===== src/rtl/core/t360_pkg.sv =====
package t360_pkg;

    localparam int YEAR_W     = 12;
    localparam int MONTH_W    = 4;
    localparam int DAY_W      = 5;
    localparam int COUNT_W    = 18;
    localparam int CONV_W     = 3;
    localparam int CFG_IDX_W  = 3;
    localparam int CFG_DATA_W = 12;

    // y / 100 == (y * 5243) >> 19, exact for any 12-bit y
    localparam int DIV100_MUL   = 5243;
    localparam int DIV100_SHIFT = 19;
    localparam int PROD_W       = 25;
    localparam int QUOT_W       = PROD_W - DIV100_SHIFT;

    localparam int DAYS_YEAR  = 360;
    localparam int DAYS_MONTH = 30;

    // raw sum width: 360 * 4095 needs 21 bits plus sign and headroom
    localparam int SUM_W = 23;

    localparam logic [YEAR_W-1:0]  TERM_YEAR_RST  = YEAR_W'(1901);
    localparam logic [MONTH_W-1:0] TERM_MONTH_RST = MONTH_W'(1);
    localparam logic [DAY_W-1:0]   TERM_DAY_RST   = DAY_W'(1);

    typedef enum logic [CONV_W-1:0] {
        CONV_US      = 3'd0,
        CONV_ISMA    = 3'd1,
        CONV_EURO    = 3'd2,
        CONV_ITALIAN = 3'd3,
        CONV_ISDA    = 3'd4,
        CONV_NASD    = 3'd5
    } conv_t;

    typedef enum logic [CFG_IDX_W-1:0] {
        IDX_CONV       = 3'd0,
        IDX_TERM_SET   = 3'd1,
        IDX_TERM_YEAR  = 3'd2,
        IDX_TERM_MONTH = 3'd3,
        IDX_TERM_DAY   = 3'd4,
        IDX_LAST       = 3'd5
    } cfg_idx_t;

endpackage


===== src/rtl/core/thirty_360_day_count_top.sv =====
// thirty_360_day_count_top: signed 30/360 day count between two dates.
// From input transfer to result valid, a date pair passes through the s1, s2 and output registers.
// Throughput: one date pair per cycle; each stage moves on as soon as the next
//   one frees up, so bubbles are squeezed out and input stalls only once all
//   three stages are full behind a stalled result.
// Reset (rst_n, async, active low): clears all stage valid bits and returns
//   the config registers to US, no termination date, 1901-01-01, not last.
module thirty_360_day_count_top
    import t360_pkg::*;
(
    input  logic                  clk,
    input  logic                  rst_n,

    // config write channel, always ready
    input  logic                  cfg_valid,
    output logic                  cfg_ready,
    input  logic [CFG_IDX_W-1:0]  cfg_index,
    input  logic [CFG_DATA_W-1:0] cfg_data,

    // date pair input
    input  logic                  in_valid,
    output logic                  in_stall,
    input  logic [YEAR_W-1:0]     start_year,
    input  logic [MONTH_W-1:0]    start_month,
    input  logic [DAY_W-1:0]      start_day,
    input  logic [YEAR_W-1:0]     end_year,
    input  logic [MONTH_W-1:0]    end_month,
    input  logic [DAY_W-1:0]      end_day,

    // day count output
    output logic                  out_valid,
    input  logic                  out_stall,
    output logic signed [COUNT_W-1:0] accrual_days
);

    // ------------------------------------------------------------------
    // Configuration registers
    // ------------------------------------------------------------------
    logic [CONV_W-1:0]  conv_reg;
    logic               term_set_reg;
    logic [YEAR_W-1:0]  term_year_reg;
    logic [MONTH_W-1:0] term_month_reg;
    logic [DAY_W-1:0]   term_day_reg;
    logic               last_reg;

    assign cfg_ready = 1'b1;

    always_ff @(posedge clk or negedge rst_n)
    begin
        if (!rst_n)
        begin
            conv_reg       <= CONV_US;
            term_set_reg   <= 1'b0;
            term_year_reg  <= TERM_YEAR_RST;
            term_month_reg <= TERM_MONTH_RST;
            term_day_reg   <= TERM_DAY_RST;
            last_reg       <= 1'b0;
        end
        else if (cfg_valid && cfg_ready)
        begin
            // indexes past the register list are dropped
            unique case (cfg_idx_t'(cfg_index))
                IDX_CONV:       conv_reg       <= cfg_data[CONV_W-1:0];
                IDX_TERM_SET:   term_set_reg   <= cfg_data[0];
                IDX_TERM_YEAR:  term_year_reg  <= cfg_data[YEAR_W-1:0];
                IDX_TERM_MONTH: term_month_reg <= cfg_data[MONTH_W-1:0];
                IDX_TERM_DAY:   term_day_reg   <= cfg_data[DAY_W-1:0];
                IDX_LAST:       last_reg       <= cfg_data[0];
                default:        ;
            endcase
        end
    end

    // ------------------------------------------------------------------
    // Pipeline flow control: each stage loads when it is empty or when the
    // stage after it moves on.
    // ------------------------------------------------------------------
    logic s1_valid_reg;
    logic s2_valid_reg;
    logic out_valid_reg;
    logic ld1, ld2, ld3;

    assign ld3      = !out_valid_reg || !out_stall;
    assign ld2      = !s2_valid_reg  || ld3;
    assign ld1      = !s1_valid_reg  || ld2;
    assign in_stall = !ld1;
    assign out_valid = out_valid_reg;

    always_ff @(posedge clk or negedge rst_n)
    begin
        if (!rst_n)
        begin
            s1_valid_reg  <= 1'b0;
            s2_valid_reg  <= 1'b0;
            out_valid_reg <= 1'b0;
        end
        else
        begin
            if (ld1)
            begin
                s1_valid_reg <= in_valid;
            end
            if (ld2)
            begin
                s2_valid_reg <= s1_valid_reg;
            end
            if (ld3)
            begin
                out_valid_reg <= s2_valid_reg;
            end
        end
    end

    // ------------------------------------------------------------------
    // Stage 1: capture the dates, year / 100 by reciprocal multiply,
    // termination date match on the raw end date, or the last flag when no termination date is set.
    // ------------------------------------------------------------------
    logic [PROD_W-1:0]  y1_prod, y2_prod;
    logic               term_next;

    logic [YEAR_W-1:0]  s1_y1_reg, s1_y2_reg;
    logic [MONTH_W-1:0] s1_m1_reg, s1_m2_reg;
    logic [DAY_W-1:0]   s1_d1_reg, s1_d2_reg;
    logic [QUOT_W-1:0]  s1_q1_reg, s1_q2_reg;
    logic               s1_term_reg;

    assign y1_prod = PROD_W'(start_year) * PROD_W'(DIV100_MUL);
    assign y2_prod = PROD_W'(end_year)   * PROD_W'(DIV100_MUL);

    always_comb
    begin
        if (term_set_reg)
        begin
            term_next = (end_year == term_year_reg) && (end_month == term_month_reg)
                        && (end_day == term_day_reg);
        end
        else
        begin
            term_next = last_reg;
        end
    end

    always_ff @(posedge clk)
    begin
        if (ld1)
        begin
            s1_y1_reg   <= start_year;
            s1_m1_reg   <= start_month;
            s1_d1_reg   <= start_day;
            s1_y2_reg   <= end_year;
            s1_m2_reg   <= end_month;
            s1_d2_reg   <= end_day;
            s1_q1_reg   <= y1_prod[PROD_W-1:DIV100_SHIFT];
            s1_q2_reg   <= y2_prod[PROD_W-1:DIV100_SHIFT];
            s1_term_reg <= term_next;
        end
    end

    // ------------------------------------------------------------------
    // Stage 2: Gregorian leap test, last-of-February flags, and the day /
    // month adjustments of the selected convention.
    // ------------------------------------------------------------------
    logic [YEAR_W-1:0]  r1, r2;
    logic               leap1, leap2;
    logic               lf1, lf2;
    logic [DAY_W-1:0]   d1_adj, d2_adj;
    logic [MONTH_W:0]   m2_adj;

    logic [YEAR_W-1:0]  s2_y1_reg, s2_y2_reg;
    logic [MONTH_W-1:0] s2_m1_reg;
    logic [MONTH_W:0]   s2_m2_reg;
    logic [DAY_W-1:0]   s2_d1_reg, s2_d2_reg;

    // remainder of y / 100
    assign r1 = s1_y1_reg - YEAR_W'(s1_q1_reg) * YEAR_W'(100);
    assign r2 = s1_y2_reg - YEAR_W'(s1_q2_reg) * YEAR_W'(100);

    // divisible by 4, and not a century unless the century is divisible by 4
    assign leap1 = (s1_y1_reg[1:0] == 2'd0) && ((r1 != '0) || (s1_q1_reg[1:0] == 2'd0));
    assign leap2 = (s1_y2_reg[1:0] == 2'd0) && ((r2 != '0) || (s1_q2_reg[1:0] == 2'd0));

    assign lf1 = (s1_m1_reg == MONTH_W'(2))
                 && (s1_d1_reg == (leap1 ? DAY_W'(29) : DAY_W'(28)));
    assign lf2 = (s1_m2_reg == MONTH_W'(2))
                 && (s1_d2_reg == (leap2 ? DAY_W'(29) : DAY_W'(28)));

    always_comb
    begin
        d1_adj = s1_d1_reg;
        d2_adj = s1_d2_reg;
        m2_adj = {1'b0, s1_m2_reg};

        // every convention maps a start day of 31 to 30
        if (s1_d1_reg == DAY_W'(31))
        begin
            d1_adj = DAY_W'(DAYS_MONTH);
        end

        unique case (conv_t'(conv_reg))
            CONV_ISMA:
            begin
                if (s1_d2_reg == DAY_W'(31) && d1_adj == DAY_W'(30))
                begin
                    d2_adj = DAY_W'(DAYS_MONTH);
                end
            end
            CONV_EURO:
            begin
                if (s1_d2_reg == DAY_W'(31))
                begin
                    d2_adj = DAY_W'(DAYS_MONTH);
                end
            end
            CONV_ITALIAN:
            begin
                if (s1_d2_reg == DAY_W'(31))
                begin
                    d2_adj = DAY_W'(DAYS_MONTH);
                end
                // late February counts as day 30 on either side
                if (s1_m1_reg == MONTH_W'(2) && d1_adj > DAY_W'(27))
                begin
                    d1_adj = DAY_W'(DAYS_MONTH);
                end
                if (s1_m2_reg == MONTH_W'(2) && d2_adj > DAY_W'(27))
                begin
                    d2_adj = DAY_W'(DAYS_MONTH);
                end
            end
            CONV_ISDA:
            begin
                if (s1_d2_reg == DAY_W'(31))
                begin
                    d2_adj = DAY_W'(DAYS_MONTH);
                end
                if (lf1)
                begin
                    d1_adj = DAY_W'(DAYS_MONTH);
                end
                // end of February is kept on the termination date
                if (!s1_term_reg && lf2)
                begin
                    d2_adj = DAY_W'(DAYS_MONTH);
                end
            end
            CONV_NASD:
            begin
                if (s1_d2_reg == DAY_W'(31))
                begin
                    if (d1_adj >= DAY_W'(30))
                    begin
                        d2_adj = DAY_W'(DAYS_MONTH);
                    end
                    else
                    begin
                        // roll to the first of the next month
                        d2_adj = DAY_W'(1);
                        m2_adj = {1'b0, s1_m2_reg} + (MONTH_W+1)'(1);
                    end
                end
            end
            default:
            begin
                // US, also for the unused codes
                if (s1_d2_reg == DAY_W'(31) && d1_adj >= DAY_W'(30))
                begin
                    d2_adj = DAY_W'(DAYS_MONTH);
                end
                if (lf1 && lf2)
                begin
                    d2_adj = DAY_W'(DAYS_MONTH);
                end
                if (lf1)
                begin
                    d1_adj = DAY_W'(DAYS_MONTH);
                end
            end
        endcase
    end

    always_ff @(posedge clk)
    begin
        if (ld2)
        begin
            s2_y1_reg <= s1_y1_reg;
            s2_y2_reg <= s1_y2_reg;
            s2_m1_reg <= s1_m1_reg;
            s2_m2_reg <= m2_adj;
            s2_d1_reg <= d1_adj;
            s2_d2_reg <= d2_adj;
        end
    end

    // ------------------------------------------------------------------
    // Stage 3: 360*dY + 30*dM + dD, saturated to the output width.
    // ------------------------------------------------------------------
    logic signed [YEAR_W:0]    dy;
    logic signed [MONTH_W+1:0] dm;
    logic signed [DAY_W:0]     dd;
    logic signed [SUM_W-1:0]   dy_x, dm_x, dd_x, cnt;
    logic signed [COUNT_W-1:0] count_next;
    logic signed [COUNT_W-1:0] accrual_days_reg;

    localparam logic signed [SUM_W-1:0] CNT_MAX = SUM_W'((2 ** (COUNT_W - 1)) - 1);
    localparam logic signed [SUM_W-1:0] CNT_MIN = -SUM_W'(2 ** (COUNT_W - 1));

    assign dy   = $signed({1'b0, s2_y2_reg}) - $signed({1'b0, s2_y1_reg});
    assign dm   = $signed({1'b0, s2_m2_reg}) - $signed({2'b0, s2_m1_reg});
    assign dd   = $signed({1'b0, s2_d2_reg}) - $signed({1'b0, s2_d1_reg});
    assign dy_x = SUM_W'(dy);
    assign dm_x = SUM_W'(dm);
    assign dd_x = SUM_W'(dd);
    assign cnt  = dy_x * SUM_W'(DAYS_YEAR) + dm_x * SUM_W'(DAYS_MONTH) + dd_x;

    always_comb
    begin
        priority if (cnt > CNT_MAX)
        begin
            count_next = CNT_MAX[COUNT_W-1:0];
        end
        else if (cnt < CNT_MIN)
        begin
            count_next = CNT_MIN[COUNT_W-1:0];
        end
        else
        begin
            count_next = cnt[COUNT_W-1:0];
        end
    end

    always_ff @(posedge clk)
    begin
        if (ld3)
        begin
            accrual_days_reg <= count_next;
        end
    end

    assign accrual_days = accrual_days_reg;

endmodule


===== config.mk =====
export PLATFORM = sky130hd
export DESIGN_NAME = thirty_360_day_count_top
export DESIGN_NICKNAME = d
export VERILOG_FILES = /design/src/rtl/core/t360_pkg.sv /design/src/rtl/core/thirty_360_day_count_top.sv
export SDC_FILE = /design/constraint.sdc
export NUM_CORES = 1
export LEC_CHECK = 0
export ABC_AREA = 1
export BUFFER_PORTS_ARGS = -buffer_cell sky130_fd_sc_hd__buf_2
export CAP_MARGIN = 10
export CORE_MARGIN = 8
export CORE_UTILIZATION = 64
export DETAILED_ROUTE_END_ITERATION = 10
export PLACE_DENSITY = 0.85
export SLEW_MARGIN = 20
export SYNTH_ARGS = -nofsm -noshare
export SYNTH_HDL_FRONTEND = slang
export SYNTH_SLANG_ARGS = --single-unit
export TNS_END_PERCENT = 5

===== constraint.sdc =====
create_clock -name clk -period 8.8 [get_ports clk]
set_clock_uncertainty 0.05 [all_clocks]
set_input_delay 0.88 -clock clk [delete_from_list [all_inputs] [get_ports clk]]
set_output_delay 0.88 -clock clk [all_outputs]
set_load 0.05 [all_outputs]

==> key figures <==
Hold path
  – Hold path cells: 2
  – Hold Path Origin: s1_valid_reg$_DFFE_PN0N_
  – Hold Path End: s2_valid_reg$_DFFE_PN0P_
  – Hold crit path type: reg -> reg

Logic synthesis
  – Syn nets: 2433
  – Synth cell types: 53
  – Cell count after synthesis: 1900
  – Sequential share of the synthesized area: 0.2422
  – Top post-synthesis cells by count: 422 x inv_1, 326 x ha_1, 284 x nand2_1, 145 x fa_1, 116 x edfxtp_1
  – Yosys warnings: 0
  – Synth area leaders: ha_1 23%, edfxtp_1 20%, fa_1 17%
  – #FFs+latches synth: 145
  – Post-synthesis cell area: 17430 um^2
  – Post-synth top area share: 0.2340
  – Post-synth ARST share: 0.2000
  – Top_reg_cell synth: edfxtp_1
  – Post-synth top area cell: ha_1
  – EDFF count, synth: 116
  – Top-count cell post-synth: inv_1
  – Syn_area_per_cell: 9.173 um^2

Detailed routing
  – DRT iter0 DRCs: 635
  – Avg WL per Cell: 14.89 um
  – Routed vias/inst: 5.466
  – Residual DRC: 0
  – Vias: 12840
  – Final wirelength: 34.98 mm
  – Post-route ant nets: 0
  – Detailed Routing Iterations Pass 1: 6

Floorplanning
  – Die W: 181.0 um
  – Core area: 26880 um^2
  – Site Rows: 60
  – Die height: 181.0 um
  – # IOs: 83
  – Initial Utilization: 0.6485
  – Die area: 32770 um^2

STA
  – Tcrit/Tclk final: 0.8831
  – Max_slew headroom: 0.3698
  – Final min period: 7771 ps
  – Slew Limit Fails: 0
  – Actual slew at the worst max-slew pin: 945.3 ps
  – Setup TNS: 0 ps
  – Hold Violations, Final: 0
  – FMAX: 0.1287 GHz
  – # setup viols final: 0
  – Unrepaired setup endpoints after global routing: no

Worst setup path
  – Largest fanout on the critical path: 17
  – Cell mode on critical path: nand2_1
  – Slowest stage delay, CP: 540 ps
  – Worst endpoint required time: 8930 ps
  – Worst R2R Setup Slack: 1030 ps
  – R2r worst-path depth: 38
  – CP Launch Type: register
  – Crit end category: register
  – Crit Path Class: reg -> reg
  – Crit path DAT: 7900 ps
  – Worst r2r src: s2_y1_reg[2]$_DFFE_PP_
  – RR Endpoint: accrual_days[2]$_SDFFCE_PN1P_
  – CP max-delay cell: fa_1

Global route
  – Initial antenna violation count: 0
  – GR Overflow Total: 0
  – Largest net degree at the start of global routing: 56
  – Tot GR Track Use: 0.2178
  – First-pass GRT wire length: 59.76 mm
  – Vias in the first global route: 13620

Clocking
  – CTS sink count: 145
  – Resized Gates After CTS: 0
  – CTS tree: yes
  – CTS root buf: clkbuf_16
  – Worst-skew pair later-pin latency: 440 ps
  – Hold-fix buffers at CTS: 0
  – CTS H-tree depth: 4
  – # Post-CTS Setup Buffers: 0
  – Maximum root-to-sink buffer count: 2
  – Clock-pin slew on the worst setup and hold paths: 60 ps
  – CTS buffer count: 17

Place
  – Detailed Place HPWL: 29.44 mm
  – Gpl congestion: 0.8947
  – Port Buffer Count: 81

Outcome
  – Status: complete, no violations

Final layout
  – Fraction of layout cells with a size suffix above 1: 0.08367
  – Max FFs per register: 18
  – Layout Nets: 2528
  – Synth-to-Final Area Change: 7.883%
  – Number of diodes: 0

Job
  – Maxcap violations: 0
[through the flow]
| stage | hold slack [ps] | worst slack (ps) | std cells | cell area, um^2 | util |
|---|---|---|---|---|---|
| after detailed placement | 387.5 | 1095 | 2317 | 18230 | 0.6782 |
| final | 401.0 | 1029 | 2349 | 18800 | 0.6996 |
| after floorplan | 367.4 | 1794 | 1900 | 17430 | - |
| after CTS | 403.1 | 1083 | 2349 | 18800 | 0.6995 |
| after global routing | 421.7 | 371.8 | 2349 | 18800 | 0.6996 |
| after global placement | 375.9 | 1433 | 2317 | 18230 | 0.6782 |
[final cells by class]
cell class / instances / area [um^2]
Timing Repair Buffer: 83 / 420.4
Clock buffer: 21 / 483.0
Multi-Input combinational cell: 1322 / 11560
Clock inverter: 11 / 91.34
Fill cell: 1940 / 8074
Tap cell: 341 / 426.7
Inverter: 426 / 1603
Sequential cell: 145 / 4222
[critical path, delay by kind of cell, from the launching register on]
kind | cells | cell delay, ps
buffers and inverters | 5 | 250
AO/OA/AOI/OAI | 11 | 1790
adder cells (fa/ha/maj) | 8 | 3170
XOR/XNOR | 2 | 450
flip-flops | 1 | 320
AND/OR/NAND/NOR | 12 | 1470
[how the worst max path moves through the flow]
stage / slack (ps) / depth (start not counted) / startpoint / to
after floorplan: 1790 / 38 / s2_y2_reg[2]$_DFFE_PP_ / accrual_days[10]$_SDFFCE_PN1P_
after global placement: 1430 / 37 / s2_y2_reg[2]$_DFFE_PP_ / accrual_days[1]$_SDFFCE_PN1P_
after detailed placement: 1090 / 37 / s2_y2_reg[2]$_DFFE_PP_ / accrual_days[2]$_SDFFCE_PN1P_
after CTS: 1080 / 37 / s2_y2_reg[2]$_DFFE_PP_ / accrual_days[1]$_SDFFCE_PN1P_
after global routing: 370 / 38 / s2_y1_reg[2]$_DFFE_PP_ / accrual_days[11]$_SDFFCE_PN1P_
final: 1030 / 38 / s2_y1_reg[2]$_DFFE_PP_ / accrual_days[2]$_SDFFCE_PN1P_
[kinds of logic after synthesis]
group	share of synthesized area
adders and majority gates	0.4006
DFF	0.2422
and+or+nand+nor	0.1294
xor gates and xnor gates	0.05528
buffers and inverters	0.09469
other	0.0002152
AOI/OAI and AO/OA	0.07244
muxes	0.005169
[per-layer routing]
| layer | global-route usage | vias to the layer above | part of all wire |
|---|---|---|---|
| li1 | - | 6381 | - |
| met1 | 0.2407 | 6112 | 0.41 |
| met2 | 0.4187 | 273 | 0.54 |
| met3 | 0.02748 | 74 | 0.031 |
| met4 | 0.08167 | 0 | 0.026 |
| met5 | 0 | - | 0 |
[cells in the final DEF, fill, tap and decap left out, types with 5 or more instances in the layout]
| cell type | instances |
|---|---|
| nor3_1 | 16 |
| xor2_1 | 70 |
| nand4_1 | 19 |
| nor2_1 | 69 |
| nand2_1 | 284 |
| a21o_1 | 8 |
| edfxtp_1 | 116 |
| a21oi_1 | 110 |
| clkbuf_16 | 18 |
| or2_2 | 8 |
| xnor2_1 | 40 |
| mux2_2 | 8 |
| o21ai_0 | 62 |
| dfrtp_1 | 19 |
| nor4_1 | 6 |
| ha_1 | 326 |
| nand3_2 | 5 |
| clkinv_4 | 5 |
| nand3_1 | 73 |
| inv_1 | 421 |
| o211ai_1 | 8 |
| nand3b_1 | 7 |
| a31oi_1 | 10 |
| nand2_2 | 6 |
| o31ai_1 | 7 |
| buf_2 | 81 |
| fa_1 | 145 |
| o21bai_1 | 7 |
| dfstp_2 | 10 |
Power is not shown: default switching activity piles up to over one toggle a cycle in this logic, so the estimate is an artifact.
